`config.mk`:
```
export PLATFORM = sky130hd
export DESIGN_NAME = basic_token_lexer_top
export DESIGN_NICKNAME = d
export VERILOG_FILES = /design/src/sv/btl_pkg.sv /design/src/sv/btl_front.sv /design/src/sv/btl_queue.sv /design/src/sv/btl_back.sv /design/src/sv/basic_token_lexer_top.sv
export SDC_FILE = /design/constraint.sdc
export NUM_CORES = 1
export LEC_CHECK = 0
export BUFFER_PORTS_ARGS = -buffer_cell sky130_fd_sc_hd__buf_2
export CELL_PAD_IN_SITES_DETAIL_PLACEMENT = 2
export CELL_PAD_IN_SITES_GLOBAL_PLACEMENT = 2
export CORE_ASPECT_RATIO = 0.75
export CORE_MARGIN = 2
export CORE_UTILIZATION = 50
export CTS_CLUSTER_SIZE = 14
export DETAILED_ROUTE_END_ITERATION = 6
export PLACE_DENSITY = 0.8
export SETUP_SLACK_MARGIN = 0.15
export SLEW_MARGIN = 25
export SYNTH_ARGS = -nofsm -noshare
export SYNTH_HDL_FRONTEND = slang
export SYNTH_HIERARCHICAL = 1
export SYNTH_SLANG_ARGS = --single-unit
```
`constraint.sdc`:
```
create_clock -name aclk -period 8.6 [get_ports aclk]
set_input_delay 0.43 -clock aclk [delete_from_list [all_inputs] [get_ports aclk]]
set_output_delay 0.43 -clock aclk [all_outputs]
set_load 0.01 [all_outputs]
```
`src/sv/btl_pkg.sv`:
```
// Shared types, constants and character classifiers of the basic token lexer.
package btl_pkg;

    localparam int MAX_TOKEN_CHARS = 32;
    localparam int IDX_W           = (MAX_TOKEN_CHARS > 1) ? $clog2(MAX_TOKEN_CHARS) : 1;
    localparam int LEN_W           = $clog2(MAX_TOKEN_CHARS + 1);
    localparam int ADDR_W          = IDX_W + 1;
    localparam int BUF_DEPTH       = 2 ** ADDR_W;
    localparam int QUEUE_DEPTH     = 2;
    localparam int QPTR_W          = $clog2(QUEUE_DEPTH);

    localparam logic [LEN_W-1:0] MAX_LEN = LEN_W'(MAX_TOKEN_CHARS);

    localparam logic [3:0] KIND_LINE   = 4'd0;
    localparam logic [3:0] KIND_EQUALS = 4'd1;
    localparam logic [3:0] KIND_OPER   = 4'd2;
    localparam logic [3:0] KIND_LPAREN = 4'd3;
    localparam logic [3:0] KIND_RPAREN = 4'd4;
    localparam logic [3:0] KIND_WORD   = 4'd5;
    localparam logic [3:0] KIND_LABEL  = 4'd6;
    localparam logic [3:0] KIND_NUMBER = 4'd7;
    localparam logic [3:0] KIND_STRING = 4'd8;

    localparam logic [7:0] CHAR_NL     = 8'h0A;
    localparam logic [7:0] CHAR_QUOTE  = 8'h22;
    localparam logic [7:0] CHAR_LPAREN = 8'h28;
    localparam logic [7:0] CHAR_RPAREN = 8'h29;
    localparam logic [7:0] CHAR_STAR   = 8'h2A;
    localparam logic [7:0] CHAR_PLUS   = 8'h2B;
    localparam logic [7:0] CHAR_MINUS  = 8'h2D;
    localparam logic [7:0] CHAR_SLASH  = 8'h2F;
    localparam logic [7:0] CHAR_COLON  = 8'h3A;
    localparam logic [7:0] CHAR_LT     = 8'h3C;
    localparam logic [7:0] CHAR_EQ     = 8'h3D;
    localparam logic [7:0] CHAR_GT     = 8'h3E;

    typedef enum logic [1:0] {
        MODE_DEFAULT,
        MODE_WORD,
        MODE_NUMBER,
        MODE_STRING
    } mode_t;

    typedef enum logic [2:0] {
        BK_IDLE,
        BK_READ,
        BK_TOK,
        BK_EMPTY,
        BK_SYM
    } back_state_t;

    // One queued command: an optional buffered token, then an optional symbol.
    typedef struct packed {
        logic             tok;
        logic [3:0]       tok_kind;
        logic [LEN_W-1:0] tok_len;
        logic             tok_trunc;
        logic             tok_bank;
        logic             sym;
        logic [3:0]       sym_kind;
        logic [7:0]       sym_char;
    } cmd_t;

    typedef struct packed {
        logic              en;
        logic [ADDR_W-1:0] addr;
        logic [7:0]        data;
    } buf_wr_t;

    function automatic logic is_letter(input logic [7:0] c);
        return (c inside {[8'h41:8'h5A], [8'h61:8'h7A]});
    endfunction

    function automatic logic is_digit(input logic [7:0] c);
        return (c inside {[8'h30:8'h39]});
    endfunction

    // Returns {hit, kind} for the single-character symbols.
    function automatic logic [4:0] sym_lookup(input logic [7:0] c);
        logic [4:0] r;
        r = 5'd0;
        case (c)
            CHAR_NL: begin
                r = {1'b1, KIND_LINE};
            end
            CHAR_EQ: begin
                r = {1'b1, KIND_EQUALS};
            end
            CHAR_PLUS, CHAR_MINUS, CHAR_STAR, CHAR_SLASH, CHAR_LT, CHAR_GT: begin
                r = {1'b1, KIND_OPER};
            end
            CHAR_LPAREN: begin
                r = {1'b1, KIND_LPAREN};
            end
            CHAR_RPAREN: begin
                r = {1'b1, KIND_RPAREN};
            end
            default: begin
                r = 5'd0;
            end
        endcase
        return r;
    endfunction

endpackage

```
`src/sv/btl_front.sv`:
```
// Front end: takes source bytes, runs the lexer mode machine and fills the text buffer.
module btl_front import btl_pkg::*; (
    input  logic       aclk,
    input  logic       aresetn,
    input  logic       s_tvalid,
    output logic       s_tready,
    input  logic [7:0] s_tdata,
    input  logic       s_tlast,
    output logic       q_push,
    output cmd_t       q_cmd,
    input  logic       q_full,
    output buf_wr_t    buf_wr,
    input  logic       tok_done
);

    logic             hold_v_reg, hold_v_next;
    logic [7:0]       hold_char_reg;
    logic             hold_eot_reg;
    mode_t            mode_reg, mode_next;
    logic [LEN_W-1:0] len_reg, len_next;
    logic             ovf_reg, ovf_next;
    logic             bank_reg, bank_next;
    logic             tok_pend_reg, tok_pend_next;

    logic       c_letter, c_digit, c_quote, c_colon;
    logic [4:0] c_sym;
    logic       app, run_default, step;
    buf_wr_t    wr_req;

    assign c_letter = is_letter(hold_char_reg);
    assign c_digit  = is_digit(hold_char_reg);
    assign c_quote  = (hold_char_reg == CHAR_QUOTE);
    assign c_colon  = (hold_char_reg == CHAR_COLON);
    assign c_sym    = sym_lookup(hold_char_reg);

    always_comb begin
        mode_next   = mode_reg;
        len_next    = len_reg;
        ovf_next    = ovf_reg;
        bank_next   = bank_reg;
        q_cmd       = '0;
        app         = 1'b0;
        run_default = 1'b0;
        wr_req      = '0;

        case (mode_reg)
            MODE_DEFAULT: begin
                run_default = 1'b1;
            end
            MODE_WORD: begin
                if (c_letter || c_digit) begin
                    app = 1'b1;
                end else begin
                    q_cmd.tok      = 1'b1;
                    q_cmd.tok_kind = c_colon ? KIND_LABEL : KIND_WORD;
                    run_default    = !c_colon;
                end
            end
            MODE_NUMBER: begin
                if (c_digit) begin
                    app = 1'b1;
                end else begin
                    q_cmd.tok      = 1'b1;
                    q_cmd.tok_kind = KIND_NUMBER;
                    run_default    = 1'b1;
                end
            end
            MODE_STRING: begin
                if (c_quote) begin
                    q_cmd.tok      = 1'b1;
                    q_cmd.tok_kind = KIND_STRING;
                end else begin
                    app = 1'b1;
                end
            end
            default: begin
                run_default = 1'b1;
            end
        endcase

        // A finished token hands its bank to the back end; new text goes to the other bank.
        if (q_cmd.tok) begin
            q_cmd.tok_len   = len_reg;
            q_cmd.tok_trunc = ovf_reg;
            q_cmd.tok_bank  = bank_reg;
            len_next        = '0;
            ovf_next        = 1'b0;
            bank_next       = ~bank_reg;
            mode_next       = MODE_DEFAULT;
        end

        if (run_default) begin
            if (c_sym[4]) begin
                q_cmd.sym      = 1'b1;
                q_cmd.sym_kind = c_sym[3:0];
                q_cmd.sym_char = hold_char_reg;
            end else if (c_letter) begin
                app       = 1'b1;
                mode_next = MODE_WORD;
            end else if (c_digit) begin
                app       = 1'b1;
                mode_next = MODE_NUMBER;
            end else if (c_quote) begin
                mode_next = MODE_STRING;
            end
        end

        if (app) begin
            if (len_next < MAX_LEN) begin
                wr_req.en   = 1'b1;
                wr_req.addr = {bank_next, len_next[IDX_W-1:0]};
                wr_req.data = hold_char_reg;
                len_next    = len_next + LEN_W'(1);
            end else begin
                ovf_next = 1'b1;
            end
        end

        if (hold_eot_reg) begin
            mode_next = MODE_DEFAULT;
            len_next  = '0;
            ovf_next  = 1'b0;
        end
    end

    // A byte that ends a token waits until the back end has released the other bank.
    assign step     = hold_v_reg && !q_full && !(q_cmd.tok && tok_pend_reg);
    assign q_push   = step && (q_cmd.tok || q_cmd.sym);
    assign s_tready = !hold_v_reg || step;

    // The buffer is written only in the cycle that consumes the held byte.
    always_comb begin
        buf_wr    = wr_req;
        buf_wr.en = wr_req.en && step;
    end

    always_comb begin
        if (s_tvalid && s_tready) begin
            hold_v_next = 1'b1;
        end else if (step) begin
            hold_v_next = 1'b0;
        end else begin
            hold_v_next = hold_v_reg;
        end

        if (q_push && q_cmd.tok) begin
            tok_pend_next = 1'b1;
        end else if (tok_done) begin
            tok_pend_next = 1'b0;
        end else begin
            tok_pend_next = tok_pend_reg;
        end
    end

    always_ff @(posedge aclk) begin
        if (!aresetn) begin
            hold_v_reg   <= 1'b0;
            mode_reg     <= MODE_DEFAULT;
            len_reg      <= '0;
            ovf_reg      <= 1'b0;
            bank_reg     <= 1'b0;
            tok_pend_reg <= 1'b0;
        end else begin
            hold_v_reg   <= hold_v_next;
            tok_pend_reg <= tok_pend_next;
            if (step) begin
                mode_reg <= mode_next;
                len_reg  <= len_next;
                ovf_reg  <= ovf_next;
                bank_reg <= bank_next;
            end
        end
    end

    always_ff @(posedge aclk) begin
        if (s_tvalid && s_tready) begin
            hold_char_reg <= s_tdata;
            hold_eot_reg  <= s_tlast;
        end
    end

endmodule

```
`src/sv/btl_queue.sv`:
```
// Short command queue between the lexer front end and the result back end.
module btl_queue import btl_pkg::*; (
    input  logic aclk,
    input  logic aresetn,
    input  logic push,
    input  cmd_t push_cmd,
    output logic full,
    input  logic pop,
    output logic valid,
    output cmd_t head
);

    cmd_t              slot_reg [QUEUE_DEPTH];
    logic [QPTR_W-1:0] wr_ptr_reg, rd_ptr_reg;
    logic [QPTR_W:0]   count_reg, count_next;

    assign valid = (count_reg != '0);
    assign full  = (count_reg == (QPTR_W + 1)'(QUEUE_DEPTH));
    assign head  = slot_reg[rd_ptr_reg];

    always_comb begin
        count_next = count_reg;
        if (push && !(pop && valid)) begin
            count_next = count_reg + (QPTR_W + 1)'(1);
        end else if (!push && pop && valid) begin
            count_next = count_reg - (QPTR_W + 1)'(1);
        end
    end

    always_ff @(posedge aclk) begin
        if (!aresetn) begin
            wr_ptr_reg <= '0;
            rd_ptr_reg <= '0;
            count_reg  <= '0;
        end else begin
            count_reg <= count_next;
            if (push) begin
                wr_ptr_reg <= wr_ptr_reg + QPTR_W'(1);
            end
            if (pop && valid) begin
                rd_ptr_reg <= rd_ptr_reg + QPTR_W'(1);
            end
        end
    end

    always_ff @(posedge aclk) begin
        if (push) begin
            slot_reg[wr_ptr_reg] <= push_cmd;
        end
    end

endmodule

```
`src/sv/btl_back.sv`:
```
// Back end: holds the two-bank text buffer and sends each command out as result beats.
module btl_back import btl_pkg::*; (
    input  logic       aclk,
    input  logic       aresetn,
    input  logic       q_valid,
    input  cmd_t       q_head,
    output logic       q_pop,
    input  buf_wr_t    buf_wr,
    output logic       tok_done,
    output logic       m_tvalid,
    input  logic       m_tready,
    output logic [7:0] m_tdata,
    output logic       m_tlast,
    output logic [6:0] m_tuser
);

    back_state_t      state_reg, state_next;
    cmd_t             cur_reg, cur_next;
    logic [IDX_W-1:0] idx_reg, idx_next;
    logic [7:0]       rd_data_reg;
    logic [7:0]       mem [BUF_DEPTH];

    logic       last_char, m_fire;
    logic [3:0] o_kind;
    logic       o_empty, o_run_end, o_trunc;

    assign last_char = ((LEN_W'(idx_reg) + LEN_W'(1)) == cur_reg.tok_len);
    assign m_fire    = m_tvalid && m_tready;

    always_comb begin
        state_next = state_reg;
        cur_next   = cur_reg;
        idx_next   = idx_reg;
        q_pop      = 1'b0;
        tok_done   = 1'b0;
        m_tvalid   = 1'b0;
        m_tdata    = '0;
        m_tlast    = 1'b0;
        o_kind     = cur_reg.tok_kind;
        o_empty    = 1'b0;
        o_run_end  = 1'b0;
        o_trunc    = 1'b0;

        case (state_reg)
            BK_IDLE: begin
                if (q_valid) begin
                    q_pop    = 1'b1;
                    cur_next = q_head;
                    idx_next = '0;
                    if (!q_head.tok) begin
                        state_next = BK_SYM;
                    end else if (q_head.tok_len == '0) begin
                        state_next = BK_EMPTY;
                    end else begin
                        state_next = BK_READ;
                    end
                end
            end
            BK_READ: begin
                state_next = BK_TOK;
            end
            BK_TOK: begin
                m_tvalid  = 1'b1;
                m_tdata   = rd_data_reg;
                m_tlast   = last_char;
                o_run_end = last_char && !cur_reg.sym;
                o_trunc   = cur_reg.tok_trunc;
                if (m_fire) begin
                    if (last_char) begin
                        tok_done   = 1'b1;
                        state_next = cur_reg.sym ? BK_SYM : BK_IDLE;
                    end else begin
                        idx_next = idx_reg + IDX_W'(1);
                    end
                end
            end
            BK_EMPTY: begin
                m_tvalid  = 1'b1;
                m_tlast   = 1'b1;
                o_empty   = 1'b1;
                o_run_end = !cur_reg.sym;
                o_trunc   = cur_reg.tok_trunc;
                if (m_fire) begin
                    tok_done   = 1'b1;
                    state_next = cur_reg.sym ? BK_SYM : BK_IDLE;
                end
            end
            BK_SYM: begin
                m_tvalid  = 1'b1;
                m_tdata   = cur_reg.sym_char;
                m_tlast   = 1'b1;
                o_kind    = cur_reg.sym_kind;
                o_run_end = 1'b1;
                if (m_fire) begin
                    state_next = BK_IDLE;
                end
            end
            default: begin
                state_next = BK_IDLE;
            end
        endcase

        m_tuser = {o_trunc, o_run_end, o_empty, o_kind};
    end

    always_ff @(posedge aclk) begin
        if (!aresetn) begin
            state_reg <= BK_IDLE;
        end else begin
            state_reg <= state_next;
        end
    end

    always_ff @(posedge aclk) begin
        cur_reg <= cur_next;
        idx_reg <= idx_next;
    end

    // The front end writes one bank while this side reads the other.
    always_ff @(posedge aclk) begin
        if (buf_wr.en) begin
            mem[buf_wr.addr] <= buf_wr.data;
        end
        if (state_next == BK_TOK) begin
            rd_data_reg <= mem[{cur_reg.tok_bank, idx_next}];
        end
    end

endmodule

```
`src/sv/basic_token_lexer_top.sv`:
```
// Top level of the basic token lexer: front end, command queue and back end.
//
//  Channel | Direction | tdata          | tlast       | tuser (lowest bit up)
//  s_*     | in        | text_char[7:0] | end_of_text | -
//  m_*     | out       | token_char     | token_end   | token_kind[3:0], token_empty,
//          |           |                |             | run_end, token_truncated
//
// The front end handles each byte in turn; bytes that give no result never reach the queue.
// The back end takes a command, reads the buffer in BK_READ for a non-empty token, then sends
// one beat per token character and one for a symbol; an empty string gives a single empty beat.
// A byte that ends a token waits in the front end while the previous token is still being sent.
// Reset is synchronous and active low; the text buffer needs no clearing pass.
// Either side may stall at any time; the queue holds two commands.
module basic_token_lexer_top import btl_pkg::*; (
    input  logic       aclk,
    input  logic       aresetn,
    input  logic       s_tvalid,
    output logic       s_tready,
    input  logic [7:0] s_tdata,   // [7:0] text_char
    input  logic       s_tlast,
    output logic       m_tvalid,
    input  logic       m_tready,
    output logic [7:0] m_tdata,   // [7:0] token_char
    output logic       m_tlast,
    output logic [6:0] m_tuser    // [3:0] token_kind, [4] token_empty, [5] run_end,
                                  // [6] token_truncated
);

    logic    q_push, q_full, q_pop, q_valid, tok_done;
    cmd_t    q_cmd, q_head;
    buf_wr_t buf_wr;

    btl_front u_front (
        .aclk     (aclk),
        .aresetn  (aresetn),
        .s_tvalid (s_tvalid),
        .s_tready (s_tready),
        .s_tdata  (s_tdata),
        .s_tlast  (s_tlast),
        .q_push   (q_push),
        .q_cmd    (q_cmd),
        .q_full   (q_full),
        .buf_wr   (buf_wr),
        .tok_done (tok_done)
    );

    btl_queue u_queue (
        .aclk     (aclk),
        .aresetn  (aresetn),
        .push     (q_push),
        .push_cmd (q_cmd),
        .full     (q_full),
        .pop      (q_pop),
        .valid    (q_valid),
        .head     (q_head)
    );

    btl_back u_back (
        .aclk     (aclk),
        .aresetn  (aresetn),
        .q_valid  (q_valid),
        .q_head   (q_head),
        .q_pop    (q_pop),
        .buf_wr   (buf_wr),
        .tok_done (tok_done),
        .m_tvalid (m_tvalid),
        .m_tready (m_tready),
        .m_tdata  (m_tdata),
        .m_tlast  (m_tlast),
        .m_tuser  (m_tuser)
    );

endmodule

```
# After elaboration in Yosys (flattened, before gate mapping)
# Memories as Yosys holds them, arrays and structs flattened. A register that Yosys moved wholly into a read port is not among the register bits.
# Index checks and enable logic that the tools add are counted.
[word_totals]
register_bits = 58
output_inout_bits = 18
in_bits = 13
mem_count = 2
mem_bits_rw = 564
[memory_table]
columns = ["name", "depth", "width", "read_ports", "rd_clocked_by_memory_dff", "write_ports", "line", "text"]
rows = [
  ["u_back.mem", 64, 8, 1, 1, 1, "btl_back.sv:21", "logic [7:0] mem [BUF_DEPTH];"],
  ["u_queue.slot_reg", 2, 26, 1, 1, 1, "btl_queue.sv:13", "cmd_t slot_reg [QUEUE_DEPTH];"],
]
[classes]
n_eq_ne = 22
reduce_logical = 39
n_lt_le_gt_ge = 7
addsub = 7
bitwise = 1
mux = 76
[op_table]
columns = ["cell", "n"]
rows = [
  ["$eq 8x6->1 const B", 11],
  ["$mux 1", 32],
  ["$mux 15", 2],
  ["$mux 5", 6],
  ["$mux 13", 2],
  ["$pmux 5 s5", 1],
  ["$mux 6", 4],
  ["$mux 2", 11],
  ["$mux 3", 7],
  ["$ge 8x7->1 const B", 2],
  ["$le 8x7->1 const B", 2],
  ["$logic_and 1x1->1", 16],
  ["$pmux 8 s2", 1],
  ["$pmux 3 s5", 1],
  ["$pmux 5 s3", 1],
  ["$pmux 5 s2", 1],
  ["$reduce_bool 2->1", 5],
  ["$eq 3x2->1 const B", 3],
  ["$pmux 1 s3", 3],
  ["$eq 8x4->1 const B", 1],
  ["$ge 8x6->1 const B", 1],
  ["$le 8x6->1 const B", 1],
  ["$mux 8", 1],
  ["$logic_not 1->1", 7],
  ["23 further kinds", 30],
]

# Logic depth before layout (Yosys ltp)
[depth]
depth_word = 15
depth_mapped = 16

# By module
# Netlist, hierarchy kept.
[by_module_without_submodules]
columns = ["module", "cells_each", "instances", "area_per_inst_um2"]
rows = [
  ["btl_back", 1504, 1, 22604.2],
  ["btl_queue", 106, 1, 2193.4],
  ["btl_front", 201, 1, 1622.8],
]

# Least setup slack after synthesis
# OpenSTA, ideal clock, no wires.
[synth_path]
path_type = "register -> register"
from = "register u_front.hold_char_reg[1]"
to = "memory u_back.mem[39][0] (enable)"
slack_ns = 4.766
arrival_ns = 3.463
setup_time_ns = 0.371
path_stages_with_launch = 14
t_required_ns = 8.229
cell_sequence = "edfxtp_1 -> buf_6 -> a21o_1 -> a221o_2 -> and2_2 -> nor2_1 -> inv_1 -> clkbuf_1 -> ha_1 -> and2_1 -> clkbuf_1 -> or3b_2 -> clkbuf_1 -> nor2_1"
[synth_lines]
columns = ["element", "line", "text"]
rows = [
  ["start: declaration", "btl_front.sv:17", "logic [7:0] hold_char_reg;"],
  ["start signal: assignment", "btl_front.sv:177", "hold_char_reg <= s_tdata;"],
  ["end: declaration", "btl_back.sv:21", ""],
]

# Worst setup path after layout
[layout_path]
from = "register u_back.idx_reg[0]"
to = "register u_back.rd_data_reg[6] (read register of u_back.mem) (data pin)"
[layout_via]
elab_chain_cells = 6
elab_cells_between_ends = 11
classes_between = "add/sub (2); eq/ne (2); mux (7)"
[layout_lines]
columns = ["element", "line", "text"]
rows = [
  ["start: declaration", "btl_back.sv:19", "logic [IDX_W-1:0] idx_reg, idx_next;"],
  ["start signal: assignment", "btl_back.sv:116", "idx_reg <= idx_next;"],
  ["$add 5x1->6", "btl_back.sv:27", "assign last_char = ((LEN_W'(idx_reg) + LEN_W'(1)) == cur_reg.tok_len);"],
  ["$eq 6x6->1", "btl_back.sv:27", ""],
  ["$mux 3", "btl_back.sv:69", "if (last_char) begin"],
  ["$mux 3", "btl_back.sv:68", "if (m_fire) begin"],
  ["$pmux 3 s5", "btl_back.sv:44", "case (state_reg)"],
  ["$eq 3x2->1", "btl_back.sv:124", "if (state_next == BK_TOK) begin"],
  ["end: declaration", "btl_back.sv:20", "logic [7:0] rd_data_reg;"],
]
# Parallel ways exist; a longest one is shown, timed or not.
# A chain may end at the register's enable or synchronous reset.

==> impl_metrics.ini <==
[clocking]
cts_tree = done
path_clk_slew_ns = 0.07
post-cts-setup-buffer-count = 0
ctsResizeCount = 0
cts.sinks = 631
cts_buffers = 61
clock_path_buffers = 3
clock_latency_ns = 0.65
ctsRootBufferMaster = clkbuf_16
cts_max_level = 2

[global_route]
gr-usage-all-layers = 0.3213
grt_max_degree = 81
antenna_found_initial = 1
grt_pass1_vias = 18040
grt_overflow = 0
grt_first_pass_wirelength_mm = 128.0

[layout]
largest_reg_flops = 512
final_common_cell = edfxtp_1
syn_to_final_growth_pct = 10.89
drive_gt1_frac = 0.1292
n_fill_cell = 4588
final_cell_mix = 606 x edfxtp_1, 240 x nand2_1, 125 x mux2i_1, 102 x nor2_1, 81 x nand3_1
nNetsFinal = 1849

[timing]
hold_violations = 0
min_period_ns = 5.740
slew_headroom = 0.2744
rsz0062_at_grt = false
setup_viol = 0
timing.fmax_ghz = 0.1742
fin_crit_sh = 0.6675
drv_slew = 0
setup_tns_ns = 0
max_slew.worst_pin.slew_ns = 1.084
skew_ns = 0.03993
holdWs_ns = 0.1920

[power]
p_switching_mw = 1.838
p_sw_frac = 0.2588
power.density_nw_per_um2 = 242.5
intPower_mw = 5.265
p_seq_frac = 0.479
p_leak_nw = 9.840
p_clk_frac = 0.395
combinationalPowerShare = 0.126
vdd_drop_max_mv = 0.1949

[detailed_routing]
wirelength_mm = 87.74
dr.pass1.iters = 6
drtIter0Drc = 1870
wire_per_inst_microns = 33.94
drcViolationCount = 0
vias_per_cell = 6.533
vias = 16890
ant_nets = 0

[floorplan]
core_area_sq_um = 51890
die_x_microns = 269.4
die_area_sq_um = 54710
dieHeight_microns = 203.1
start_util = 0.5092
rows = 72
io_pins = 31

[yosys]
synth_area_leaders = edfxtp_1 69%, mux2i_1 4.7%, nand2_1 3.4%, dfxtp_1 1.9%, mux4_2 1.5%
yosysTopAreaCell = edfxtp_1
ys.flop_type = edfxtp_1
synth_edf_count = 606
netlist_instances = 1811
yosysWarnings = 6
syn_area_sq_um = 26420
syn_area_per_cell_sq_um = 14.59
synth_top_area_share = 0.6888
ys_types = 88
synthArstFlopShare = 0
synth_seq_cells = 631
ys_seq_area_frac = 0.7077

[worst_setup_path]
timing.rr.start = u_back/idx_reg[0]$_DFF_P_
slowest_stage = inv_2
path_class = reg -> reg
worst_setup_path_end_kind = register
crit_required_ns = 9.09
crit_buf_inv = 2
reg2reg_to = u_back/rd_data_reg[6]$_DFFE_PN_
crit_chain = ha_1, or3b_1, a211oi_2, or3_4, a21o_1, mux2_4, inv_2, buf_4, a211oi_1, a311oi_1, a22oi_1, a22oi_1, a311o_1
reg2reg_depth = 13
rrSetupSlack_ns = 2.86
worstPathMaxFanout = 48
cpPeakStageDelay_ns = 0.76
arrival_ns = 6.23
cp_common_cell = a22oi_1
cpLargestDelayFamily = compound AO/OA/AOI/OAI gates
crit_path_start_kind = register

[placed_design]
gp_congestion = 0.8391
port_buffers = 30
place.detailed.hpwl_mm = 53.10

[hold_path]
hold_path_end = u_front/hold_v_reg$_SDFFE_PN0P_
hold_path_startpoint = s_tvalid
worstHoldPathType = in -> reg
whs_path_depth = 3

[run_status]
status = complete, no violations

[run]
cap_viol_max_count = 0
[worst register-to-register path: stages (launching register included)]
cell and delay, ns:
dfxtp_1 0.51, ha_1 0.37, or3b_1 0.40, a211oi_2 0.33, or3_4 0.22, a21o_1 0.26
mux2_4 0.49, inv_2 0.76, buf_4 0.67, a211oi_1 0.10, a311oi_1 0.49, a22oi_1 0.27
a22oi_1 0.52, a311o_1 0.24
[worst max path at each step]
stage	from	end	slack [ns]	depth (start not counted)
2_1_floorplan	u_front/hold_char_reg[1]$_DFFE_PP_	u_back/mem[39][0]$_DFFE_PP_	4.77	13
3_3_place_gp	u_back/state_reg[2]$_SDFF_PN0_	u_back/rd_data_reg[6]$_DFFE_PN_	3.53	12
3_5_place_dp	u_back/state_reg[2]$_SDFF_PN0_	u_back/rd_data_reg[6]$_DFFE_PN_	3.10	12
4_1_cts	u_back/state_reg[2]$_SDFF_PN0_	u_back/rd_data_reg[6]$_DFFE_PN_	2.86	12
5_1_grt	u_back/idx_reg[0]$_DFF_P_	u_back/rd_data_reg[6]$_DFFE_PN_	2.61	13
6_report	u_back/idx_reg[0]$_DFF_P_	u_back/rd_data_reg[6]$_DFFE_PN_	2.86	13
[synthesized netlist by cell type, types with 5 or more instances]
| cell | number |
|---|---|
| a211o_1 | 8 |
| a211oi_1 | 13 |
| a21oi_1 | 74 |
| a221o_1 | 6 |
| a221oi_1 | 5 |
| a22o_1 | 35 |
| a22oi_1 | 8 |
| a31oi_1 | 7 |
| a41o_1 | 6 |
| and2_1 | 36 |
| and3_1 | 20 |
| buf_1 | 6 |
| buf_2 | 42 |
| buf_4 | 10 |
| buf_6 | 8 |
| clkbuf_1 | 42 |
| dfxtp_1 | 25 |
| edfxtp_1 | 606 |
| inv_1 | 8 |
| mux2_1 | 12 |
| mux2_2 | 13 |
| mux2_4 | 21 |
| mux2i_1 | 125 |
| mux4_2 | 18 |
| nand2_1 | 240 |
| nand2b_1 | 9 |
| nand3_1 | 81 |
| nand4_1 | 13 |
| nor2_1 | 107 |
| nor2b_1 | 14 |
| nor3_1 | 14 |
| nor4_1 | 5 |
| o211ai_1 | 10 |
| o21ai_0 | 23 |
| o21ai_1 | 8 |
| o221ai_1 | 24 |
| o22ai_1 | 10 |
| or3_1 | 6 |
[cell type report]
cell class | instances | area (sq um) | share of cell area
antenna | 1 | 2.502 | 0.00008541
clock buffer | 76 | 1624 | 0.05543
clock inverter | 36 | 414.1 | 0.01414
inverter | 10 | 45.04 | 0.001537
multi-input combinational | 1063 | 7196 | 0.2456
sequential | 631 | 18700 | 0.6382
tap | 703 | 879.6 | 0.03002
timing repair buffer | 65 | 439.2 | 0.01499
[power groups by stage]
stage / clock [mW] / sequential [mW] / combinational, mW
floorplan: 0 / 3.45 / 0.574
global placement: 0 / 3.46 / 0.813
detailed placement: 0 / 3.46 / 0.864
CTS: 2.82 / 3.40 / 0.884
global route: 2.93 / 3.40 / 0.940
finish: 2.81 / 3.40 / 0.897
[metal layers]
layer | vias to the layer above | part of all wire | global-route usage
li1 | 7004 | - | -
met1 | 8953 | 0.42 | 0.4382
met2 | 783 | 0.48 | 0.5308
met3 | 148 | 0.071 | 0.05476
met4 | 0 | 0.028 | 0.1012
met5 | - | 0 | 0
[stage by stage]
| stage | instance area [sq um] | util | power, mW | instances | worst slack (ns) |
|---|---|---|---|---|---|
| 2_1_floorplan | 26430 | - | 4.028 | 1813 | 4.766 |
| 3_3_place_gp | 27130 | 0.5228 | 4.274 | 2463 | 3.533 |
| 3_5_place_dp | 27150 | 0.5232 | 4.329 | 2463 | 3.101 |
| 4_1_cts | 29280 | 0.5642 | 7.108 | 2584 | 2.860 |
| 5_1_grt | 29300 | 0.5646 | 7.267 | 2584 | 2.611 |
| 6_report | 29300 | 0.5646 | 7.103 | 2585 | 2.860 |
[repair_timing]
action / 4_1_cts / 5_1_grt
endpoints found under the setup margin: 0 / 0
hold endpoints to repair: 9 / 0
hold buffers: 9 / 0
[cells by family (layout without fill, tap and decap cells)]
kind of cell               Yosys count  count (layout)  synth area share
DFF                                631             631            0.7077
and+or+nand+nor                    576             576            0.1019
AOI/OAI and AO/OA                  284             284           0.07800
muxes                              189             189           0.08529
buffers and inverters              119             187           0.02278
xor gates and xnor gates             7               7          0.002321
adders and majority gates            4               4          0.001894
other                                1               4         0.0001419
Power figures use the tool's default switching activity.
